File: src/sv/bmrp_pkg.sv
// shared types and constants for the brace message record parser
// no dependencies; used by bmrp_key_scan and brace_message_record_parser_top

package bmrp_pkg;

    // text bytes with a role in the grammar
    localparam logic [7:0] CH_LBRACE = 8'h7B;
    localparam logic [7:0] CH_RBRACE = 8'h7D;
    localparam logic [7:0] CH_NL     = 8'h0A;
    localparam logic [7:0] CH_SLASH  = 8'h2F;
    localparam logic [7:0] CH_ZERO   = 8'h30;
    localparam logic [7:0] CH_NINE   = 8'h39;
    localparam logic [7:0] CH_PLUS   = 8'h2B;
    localparam logic [7:0] CH_MINUS  = 8'h2D;
    localparam logic [7:0] CH_HT     = 8'h09;
    localparam logic [7:0] CH_CR     = 8'h0D;
    localparam logic [7:0] CH_SPACE  = 8'h20;
    localparam logic [7:0] CH_NEL    = 8'h85;
    localparam logic [7:0] CH_NBSP   = 8'hA0;

    // largest magnitude kept; valid only with a minus sign
    localparam logic [31:0] MAG_LIMIT = 32'h8000_0000;

    // record parse phase
    typedef enum logic [5:0] {
        PH_WAIT_KEY = 6'b000001,
        PH_KEY_CMT  = 6'b000010,
        PH_KEY      = 6'b000100,
        PH_WAIT_VAL = 6'b001000,
        PH_VAL_CMT  = 6'b010000,
        PH_VALUE    = 6'b100000
    } t_phase;

    // position inside the key text
    typedef enum logic [3:0] {
        SC_LEAD   = 4'b0001,
        SC_SIGN   = 4'b0010,
        SC_DIGITS = 4'b0100,
        SC_TRAIL  = 4'b1000
    } t_scan;

    // running decimal key
    typedef struct packed {
        logic [31:0] magnitude;
        logic        negative;
        t_scan       scan;
        logic        digit_seen;
        logic        bad;
    } t_key;

    localparam t_key KEY_CLEAR = '{
        magnitude:  32'd0,
        negative:   1'b0,
        scan:       SC_LEAD,
        digit_seen: 1'b0,
        bad:        1'b0
    };

endpackage

File: src/sv/bmrp_key_scan.sv
// decimal key scanner: one key byte step and the key as it would be reported
// depends on bmrp_pkg

module bmrp_key_scan (
    input  logic [7:0]    i_byte,
    input  bmrp_pkg::t_key i_state,
    output bmrp_pkg::t_key o_next,
    output logic [31:0]   o_key,
    output logic          o_key_valid
);

    logic        is_digit;
    logic        is_sign;
    logic        is_space;
    logic [3:0]  digit;
    logic [35:0] mag_wide;
    logic [35:0] mag_next;
    logic        ok;

    // byte classes
    assign is_digit = (i_byte >= bmrp_pkg::CH_ZERO) && (i_byte <= bmrp_pkg::CH_NINE);
    assign is_sign  = (i_byte == bmrp_pkg::CH_PLUS) || (i_byte == bmrp_pkg::CH_MINUS);
    assign is_space = ((i_byte >= bmrp_pkg::CH_HT) && (i_byte <= bmrp_pkg::CH_CR))
                   || (i_byte == bmrp_pkg::CH_SPACE) || (i_byte == bmrp_pkg::CH_NEL)
                   || (i_byte == bmrp_pkg::CH_NBSP);
    assign digit    = 4'(i_byte - bmrp_pkg::CH_ZERO);

    // magnitude times ten plus digit, as shift and add
    assign mag_wide = {4'd0, i_state.magnitude};
    assign mag_next = (mag_wide << 3) + (mag_wide << 1) + {32'd0, digit};

    // next key state
    always_comb begin
        o_next = i_state;
        if (is_digit) begin
            if (i_state.scan == bmrp_pkg::SC_TRAIL) begin
                o_next.bad = 1'b1;
            end else begin
                o_next.scan       = bmrp_pkg::SC_DIGITS;
                o_next.digit_seen = 1'b1;
                if (mag_next > {4'd0, bmrp_pkg::MAG_LIMIT}) begin
                    o_next.bad       = 1'b1;
                    o_next.magnitude = bmrp_pkg::MAG_LIMIT;
                end else begin
                    o_next.magnitude = mag_next[31:0];
                end
            end
        end else if (is_sign) begin
            if (i_state.scan == bmrp_pkg::SC_LEAD) begin
                o_next.negative = (i_byte == bmrp_pkg::CH_MINUS);
                o_next.scan     = bmrp_pkg::SC_SIGN;
            end else begin
                o_next.bad = 1'b1;
            end
        end else if (is_space) begin
            if (i_state.scan == bmrp_pkg::SC_SIGN) begin
                o_next.bad = 1'b1;
            end else if (i_state.scan == bmrp_pkg::SC_DIGITS) begin
                o_next.scan = bmrp_pkg::SC_TRAIL;
            end
        end else begin
            o_next.bad = 1'b1;
        end
    end

    // key validity and two's complement value
    always_comb begin
        if (!i_state.digit_seen || i_state.bad) begin
            ok = 1'b0;
        end else if (i_state.negative) begin
            ok = (i_state.magnitude <= bmrp_pkg::MAG_LIMIT);
        end else begin
            ok = (i_state.magnitude < bmrp_pkg::MAG_LIMIT);
        end
    end

    assign o_key_valid = ok;
    assign o_key       = !ok ? 32'd0
                       : (i_state.negative ? (32'd0 - i_state.magnitude) : i_state.magnitude);

endmodule

File: src/sv/brace_message_record_parser_top.sv
// top level of the brace message record parser: input register, phase machine, result register
// depends on bmrp_pkg and bmrp_key_scan

// Takes one text byte per transfer and returns one result for each value byte and one
// record-end result for each closing brace of a value; other bytes give no result. A byte
// is taken into an input register and then advances through the phase machine and key
// scanner into the result register, from which its result is offered. One byte can be taken
// every cycle; the only stall is when a byte that gives a result meets a full result
// register that is not being drained.
// Comments start with two slashes while a key or value is awaited and run to the newline.

module brace_message_record_parser_top (
    input  logic        i_clk,
    input  logic        i_rst_n,
    input  logic        i_in_valid,
    output logic        o_in_ready,
    input  logic [7:0]  i_char_byte,
    output logic        o_out_valid,
    input  logic        i_out_ready,
    output logic        o_record_end,
    output logic [7:0]  o_value_byte,
    output logic [31:0] o_key,
    output logic        o_key_valid
);

    logic             r_in_valid;
    logic [7:0]       r_in_byte;
    bmrp_pkg::t_phase r_phase;
    bmrp_pkg::t_phase n_phase;
    logic [7:0]       r_prior;
    bmrp_pkg::t_key   r_key;
    bmrp_pkg::t_key   n_key;
    bmrp_pkg::t_key   key_fed;
    logic [31:0]      key_out;
    logic             key_out_valid;
    logic             r_out_valid;
    logic             r_record_end;
    logic [7:0]       r_value_byte;
    logic [31:0]      r_key_out;
    logic             r_key_valid;
    logic             slash2;
    logic             emits;
    logic             out_free;
    logic             advance;

    // key scanner on the registered byte
    bmrp_key_scan u_key_scan (
        .i_byte      (r_in_byte),
        .i_state     (r_key),
        .o_next      (key_fed),
        .o_key       (key_out),
        .o_key_valid (key_out_valid)
    );

    // flow control
    assign emits      = (r_phase == bmrp_pkg::PH_VALUE);
    assign out_free   = !r_out_valid || i_out_ready;
    assign advance    = r_in_valid && (!emits || out_free);
    assign o_in_ready = !r_in_valid || advance;
    assign slash2     = (r_in_byte == bmrp_pkg::CH_SLASH) && (r_prior == bmrp_pkg::CH_SLASH);

    // phase and key next state
    always_comb begin
        n_phase = r_phase;
        n_key   = r_key;
        unique case (r_phase)
            bmrp_pkg::PH_KEY_CMT: begin
                if (r_in_byte == bmrp_pkg::CH_NL) begin
                    n_phase = bmrp_pkg::PH_WAIT_KEY;
                end
            end
            bmrp_pkg::PH_KEY: begin
                if (r_in_byte == bmrp_pkg::CH_RBRACE) begin
                    n_phase = bmrp_pkg::PH_WAIT_VAL;
                end else begin
                    n_key = key_fed;
                end
            end
            bmrp_pkg::PH_WAIT_VAL: begin
                if (r_in_byte == bmrp_pkg::CH_LBRACE) begin
                    n_phase = bmrp_pkg::PH_VALUE;
                end else if (slash2) begin
                    n_phase = bmrp_pkg::PH_VAL_CMT;
                end
            end
            bmrp_pkg::PH_VAL_CMT: begin
                if (r_in_byte == bmrp_pkg::CH_NL) begin
                    n_phase = bmrp_pkg::PH_WAIT_VAL;
                end
            end
            bmrp_pkg::PH_VALUE: begin
                if (r_in_byte == bmrp_pkg::CH_RBRACE) begin
                    n_key   = bmrp_pkg::KEY_CLEAR;
                    n_phase = bmrp_pkg::PH_WAIT_KEY;
                end
            end
            default: begin
                if (r_in_byte == bmrp_pkg::CH_LBRACE) begin
                    n_phase = bmrp_pkg::PH_KEY;
                end else if (slash2) begin
                    n_phase = bmrp_pkg::PH_KEY_CMT;
                end else begin
                    n_phase = bmrp_pkg::PH_WAIT_KEY;
                end
            end
        endcase
    end

    // input register
    always_ff @(posedge i_clk) begin
        if (!i_rst_n) begin
            r_in_valid <= 1'b0;
        end else if (o_in_ready) begin
            r_in_valid <= i_in_valid;
        end
    end

    always_ff @(posedge i_clk) begin
        if (o_in_ready && i_in_valid) begin
            r_in_byte <= i_char_byte;
        end
    end

    // parse state
    always_ff @(posedge i_clk) begin
        if (!i_rst_n) begin
            r_phase <= bmrp_pkg::PH_WAIT_KEY;
            r_prior <= 8'd0;
            r_key   <= bmrp_pkg::KEY_CLEAR;
        end else if (advance) begin
            r_phase <= n_phase;
            r_prior <= r_in_byte;
            r_key   <= n_key;
        end
    end

    // result register
    always_ff @(posedge i_clk) begin
        if (!i_rst_n) begin
            r_out_valid <= 1'b0;
        end else if (advance && emits) begin
            r_out_valid <= 1'b1;
        end else if (i_out_ready) begin
            r_out_valid <= 1'b0;
        end
    end

    always_ff @(posedge i_clk) begin
        if (advance && emits) begin
            r_record_end <= (r_in_byte == bmrp_pkg::CH_RBRACE);
            r_value_byte <= (r_in_byte == bmrp_pkg::CH_RBRACE) ? 8'd0 : r_in_byte;
            r_key_out    <= key_out;
            r_key_valid  <= key_out_valid;
        end
    end

    assign o_out_valid  = r_out_valid;
    assign o_record_end = r_record_end;
    assign o_value_byte = r_value_byte;
    assign o_key        = r_key_out;
    assign o_key_valid  = r_key_valid;

endmodule

File: config.mk
export PLATFORM = sky130hd
export DESIGN_NAME = brace_message_record_parser_top
export DESIGN_NICKNAME = d
export VERILOG_FILES = /design/src/sv/bmrp_pkg.sv /design/src/sv/bmrp_key_scan.sv /design/src/sv/brace_message_record_parser_top.sv
export SDC_FILE = /design/constraint.sdc
export NUM_CORES = 1
export LEC_CHECK = 0
export BUFFER_PORTS_ARGS = -buffer_cell sky130_fd_sc_hd__buf_4
export CORE_MARGIN = 2
export CORE_UTILIZATION = 50
export DETAILED_ROUTE_END_ITERATION = 10
export GPL_TIMING_DRIVEN = 0
export PLACE_DENSITY = 0.7
export SKIP_CTS_REPAIR_TIMING = 1
export SYNTH_ARGS = -nofsm -noshare
export SYNTH_HDL_FRONTEND = slang
export SYNTH_HIERARCHICAL = 1
export SYNTH_SLANG_ARGS = --single-unit
File: constraint.sdc
create_clock -name i_clk -period 7.9 [get_ports i_clk]
set_clock_uncertainty 0.05 [all_clocks]
set_input_delay 1.185 -clock i_clk [delete_from_list [all_inputs] [get_ports i_clk]]
set_output_delay 1.185 -clock i_clk [all_outputs]
set_load 0.005 [all_outputs]
==> flow_metrics.env <==
export IMPL_area_growth_pct=12.6
export IMPL_timing_critical_path_to_type="flop"
export IMPL_power_static_leakage_uw=0.00348
export IMPL_footprint_of_the_flip_flops_and_latches_mm2=0.00260
export IMPL_antenna_diode_count=0
export IMPL_placedCellCount=1148
export IMPL_timing_slew_headroom=0.362
export IMPL_synth_edff_count=50
export IMPL_coreArea_mm2=0.0152
export IMPL_syn_inst=901
export IMPL_timing_critical_path_slowest_stage_cell="sky130_fd_sc_hd__fa_1"
export IMPL_finalCriticalPeriod_ps=5140
export IMPL_die_area_mm2=0.0165
export IMPL_grt_pass1_vias=6133
export IMPL_vias=7077
export IMPL_worst_ep_arrival_time_ps=5360
export IMPL_post_synth_xor_area_fraction=0.0654
export IMPL_comb_power_share=0.039
export IMPL_htree_num_levels=3
export IMPL_post_dp_hpwl_um=15400
export IMPL_fillerInstances=1386
export IMPL_tritoncts="done"
export IMPL_yosys_area_share_adder=0.108
export IMPL_reg2reg_depth=16
export IMPL_grt_first_pass_wirelength_um=31600
export IMPL_placement_io_buffers=55
export IMPL_synth_top_cell_area_share=0.193
export IMPL_finalWeightedCongestion=0.974
export IMPL_netlist_top_cells_area="sky130_fd_sc_hd__edfxtp_1 19%, sky130_fd_sc_hd__dfxtp_1 14%, sky130_fd_sc_hd__ha_1 10%"
export IMPL_max_cap_violations=0
export IMPL_syn_avg_cell_area_um2=8.62
export IMPL_total_negative_slack_ps=0
export IMPL_multi_input_logic_area_mm2=0.00486
export IMPL_maximum_number_of_pins_on_one_net_before_global_route_repair=19
export IMPL_non_filler_instance_count_after_layout=1164
export IMPL_swShare=0.226
export IMPL_clock_sinks=105
export IMPL_clock_fmax_ghz=0.195
export IMPL_synth_simple_gate_area_frac=0.219
export IMPL_tightest_slew_ps=953
export IMPL_netlist_cell_type_count=74
export IMPL_synth_area_leader_cell="sky130_fd_sc_hd__edfxtp_1"
export IMPL_horizontal_die_dimension_um=129
export IMPL_netlist_area_mm2=0.00776
export IMPL_die_span_y_um=129
export IMPL_clock_insertion_delay_worst_skew_ps=350
export IMPL_max_vdd_ir_drop_mv=0.0854
export IMPL_layout_worst_path_cycle_share=0.650
export IMPL_hp_class="reg2reg"
export IMPL_worstPathCellList="inv_1 > fa_1 > inv_1 > ha_1 > a21o_1 > nand4_1 > a2111oi_0 > nor3_1 > a211o_1 > mux2i_1 > nor4_1 > clkbuf_1 > clkbuf_1 > a32o_1 > nand3_1 > a21oi_1"
export IMPL_timing_critical_path_max_delay_family="compound AO/OA/AOI/OAI gates"
export IMPL_timing_reg2reg_setup_slack_ps=2760
export IMPL_async_set_reset_flop_share_out_of_synthesis=0
export IMPL_timing_critical_path_required_ps=8120
export IMPL_timing_max_transition_violations_final=0
export IMPL_wirelength_um=19900
export IMPL_drt_pre_antenna_iters=6
export IMPL_finalSetupViolCount=0
export IMPL_maximum_root_to_sink_buffer_count=2
export IMPL_cp_max_fo=10
export IMPL_power_report_internal_total_uw=817
export IMPL_initial_core_utilization=0.511
export IMPL_ys_seq_area_frac=0.335
export IMPL_critical_path_class="reg2reg"
export IMPL_critical_path_buf_inv_count=4
export IMPL_power_density_mw_per_mm2=121
export IMPL_final_net_count=1049
export IMPL_critical_path_reg2reg_startpoint="r_in_byte[3]"
export IMPL_setup_worst_path_end="r_key[25]"
export IMPL_synth_warnings=6
export IMPL_post_place_ws_ps=2860
export IMPL_switching_power_uw=238
export IMPL_timing_hold_violations_final=0
export IMPL_floorplan_rows=45
export IMPL_number_of_vias_per_cell=6.08
export IMPL_synth_top_family_by_area="simple AND/OR/NAND/NOR gates"
export IMPL_run_status="completed"
export IMPL_timing_critical_path_depth=16
export IMPL_grt_antenna_before_repair=0
export IMPL_critPathMaxStageDelay_ps=610
export IMPL_timing_rr_end="r_key[25]"
export IMPL_drtAntennaViolNets=0
export IMPL_drc=0
export IMPL_post_route_worst_setup_slack_ps=2760
export IMPL_seq_power_share=0.553
export IMPL_layout_drive_gt1_share=0.118
export IMPL_dr_first_iter_drc_count=682
export IMPL_critPathLaunch="r_in_byte[3]"
export IMPL_syn_nets=979
export IMPL_power_share_clock=0.407
export IMPL_final_hold_worst_slack_ps=445
export IMPL_grt_overflow_total=0
export IMPL_boundaryPins=56
export IMPL_tritoncts_num_buffers=9
export IMPL_yosys_most_used_dff="sky130_fd_sc_hd__dfxtp_1"
export IMPL_clk_pin_slew_ps=70
export IMPL_critical_path_startpoint_type="flop"
export IMPL_global_route_usage_total=0.239
export IMPL_synth_compound_area_frac=0.213
export IMPL_drt_wirelength_per_cell_um=17.1
export IMPL_synth_seq_cells=105
export IMPL_post_synthesis_mux_area_share=0.0197
export IMPL_unrepaired_setup_endpoints_after_global_routing="no"
export IMPL_cts_root_buf="sky130_fd_sc_hd__clkbuf_16"
cell type report:
cell class / count / share of cell area
buffer: 48 / 0.0259
inverter: 21 / 0.00902
clock inverter: 6 / 0.00572
timing repair buffer: 59 / 0.0511
multi-input combinational: 727 / 0.556
sequential: 105 / 0.298
clock buffer: 10 / 0.0273
tap: 188 / 0.0269
synth_stat cells (all sizes together), types with 9 or more instances:
cell / n
o21ai: 52
o21a: 9
nor2b: 10
buf: 13
nand2b: 9
a32o: 25
edfxtp: 50
nor4: 9
inv: 20
mux2i: 13
nor2: 71
dfxtp: 55
nor3: 14
xor2: 33
nand3: 52
clkbuf: 35
a21oi: 84
ha: 64
nand2: 108
o31ai: 14
or4: 13
xnor2: 25
o211ai: 10
how the worst min path moves through the flow:
stage / to / cells past startpoint / slack (ps) / startpoint
detailed placement: r_prior[4] / 2 / 430 / r_prior[4]
finish: r_prior[4] / 2 / 440 / r_prior[4]
global route: r_key[0] / 2 / 470 / r_key[0]
CTS: r_key[0] / 2 / 450 / r_key[0]
floorplan: r_prior[4] / 2 / 400 / r_prior[4]
global placement: r_prior[4] / 2 / 420 / r_prior[4]
cell families after synthesis:
logic type                 count (synthesis)
xor gates and xnor gates                  58
DFF                                      105
muxes                                     15
adders and majority gates                 66
and+or+nand+nor                          338
AOI/OAI and AO/OA                        250
buffers and inverters                     69
layer usage:
layer / routed length (µm) / part of all wire / global-route usage
met5: 0 / 0 / 0
met2: 8410 / 0.42 / 0.349
met1: 9930 / 0.50 / 0.371
met4: 288 / 0.015 / 0.0620
met3: 1220 / 0.061 / 0.0316
per-stage QoR:
stage	power (µW)	util	cell area [µm²]
floorplan	620	-	7760
global placement	636	0.553	8410
detailed placement	637	0.556	8450
CTS	1060	0.575	8740
global route	1090	0.575	8740
finish	1060	0.575	8740
worst min-delay path, stage by stage (launching register included):
cell                      delay [ps]
sky130_fd_sc_hd__dfxtp_1         330
sky130_fd_sc_hd__mux2i_1          60
sky130_fd_sc_hd__nor2_1           70
state kept, by name (all words and copies together), names as in the netlist:
signal / flops
o_key: 32
o_key_valid: 1
o_out_valid: 1
o_record_end: 1
o_value_byte: 8
r_in_byte: 8
r_in_valid: 1
r_key: 39
r_phase: 6
r_prior: 8
placed cells by master (no fill, tap or decap), drive strengths merged, types with 10 or more instances in the layout:
master  count
a21oi      84
a32o       25
buf        72
clkbuf     45
dfxtp      55
edfxtp     50
ha         64
inv        22
mux2i      13
nand2     108
nand3      52
nor2       71
nor2b      10
nor3       14
o211ai     10
o21ai      52
o31ai      14
or4        13
xnor2      25
xor2       33
power by group through the flow:
stage	Sequential (µW)	Combinational, µW	Clock [µW]
after global routing	585	46.3	457
final	584	41.6	430
after global placement	596	40.3	0
after floorplan	591	29.2	0
after detailed placement	596	41.1	0
after CTS	583	41.4	435
Note: power is estimated with default switching activity, not from simulation.
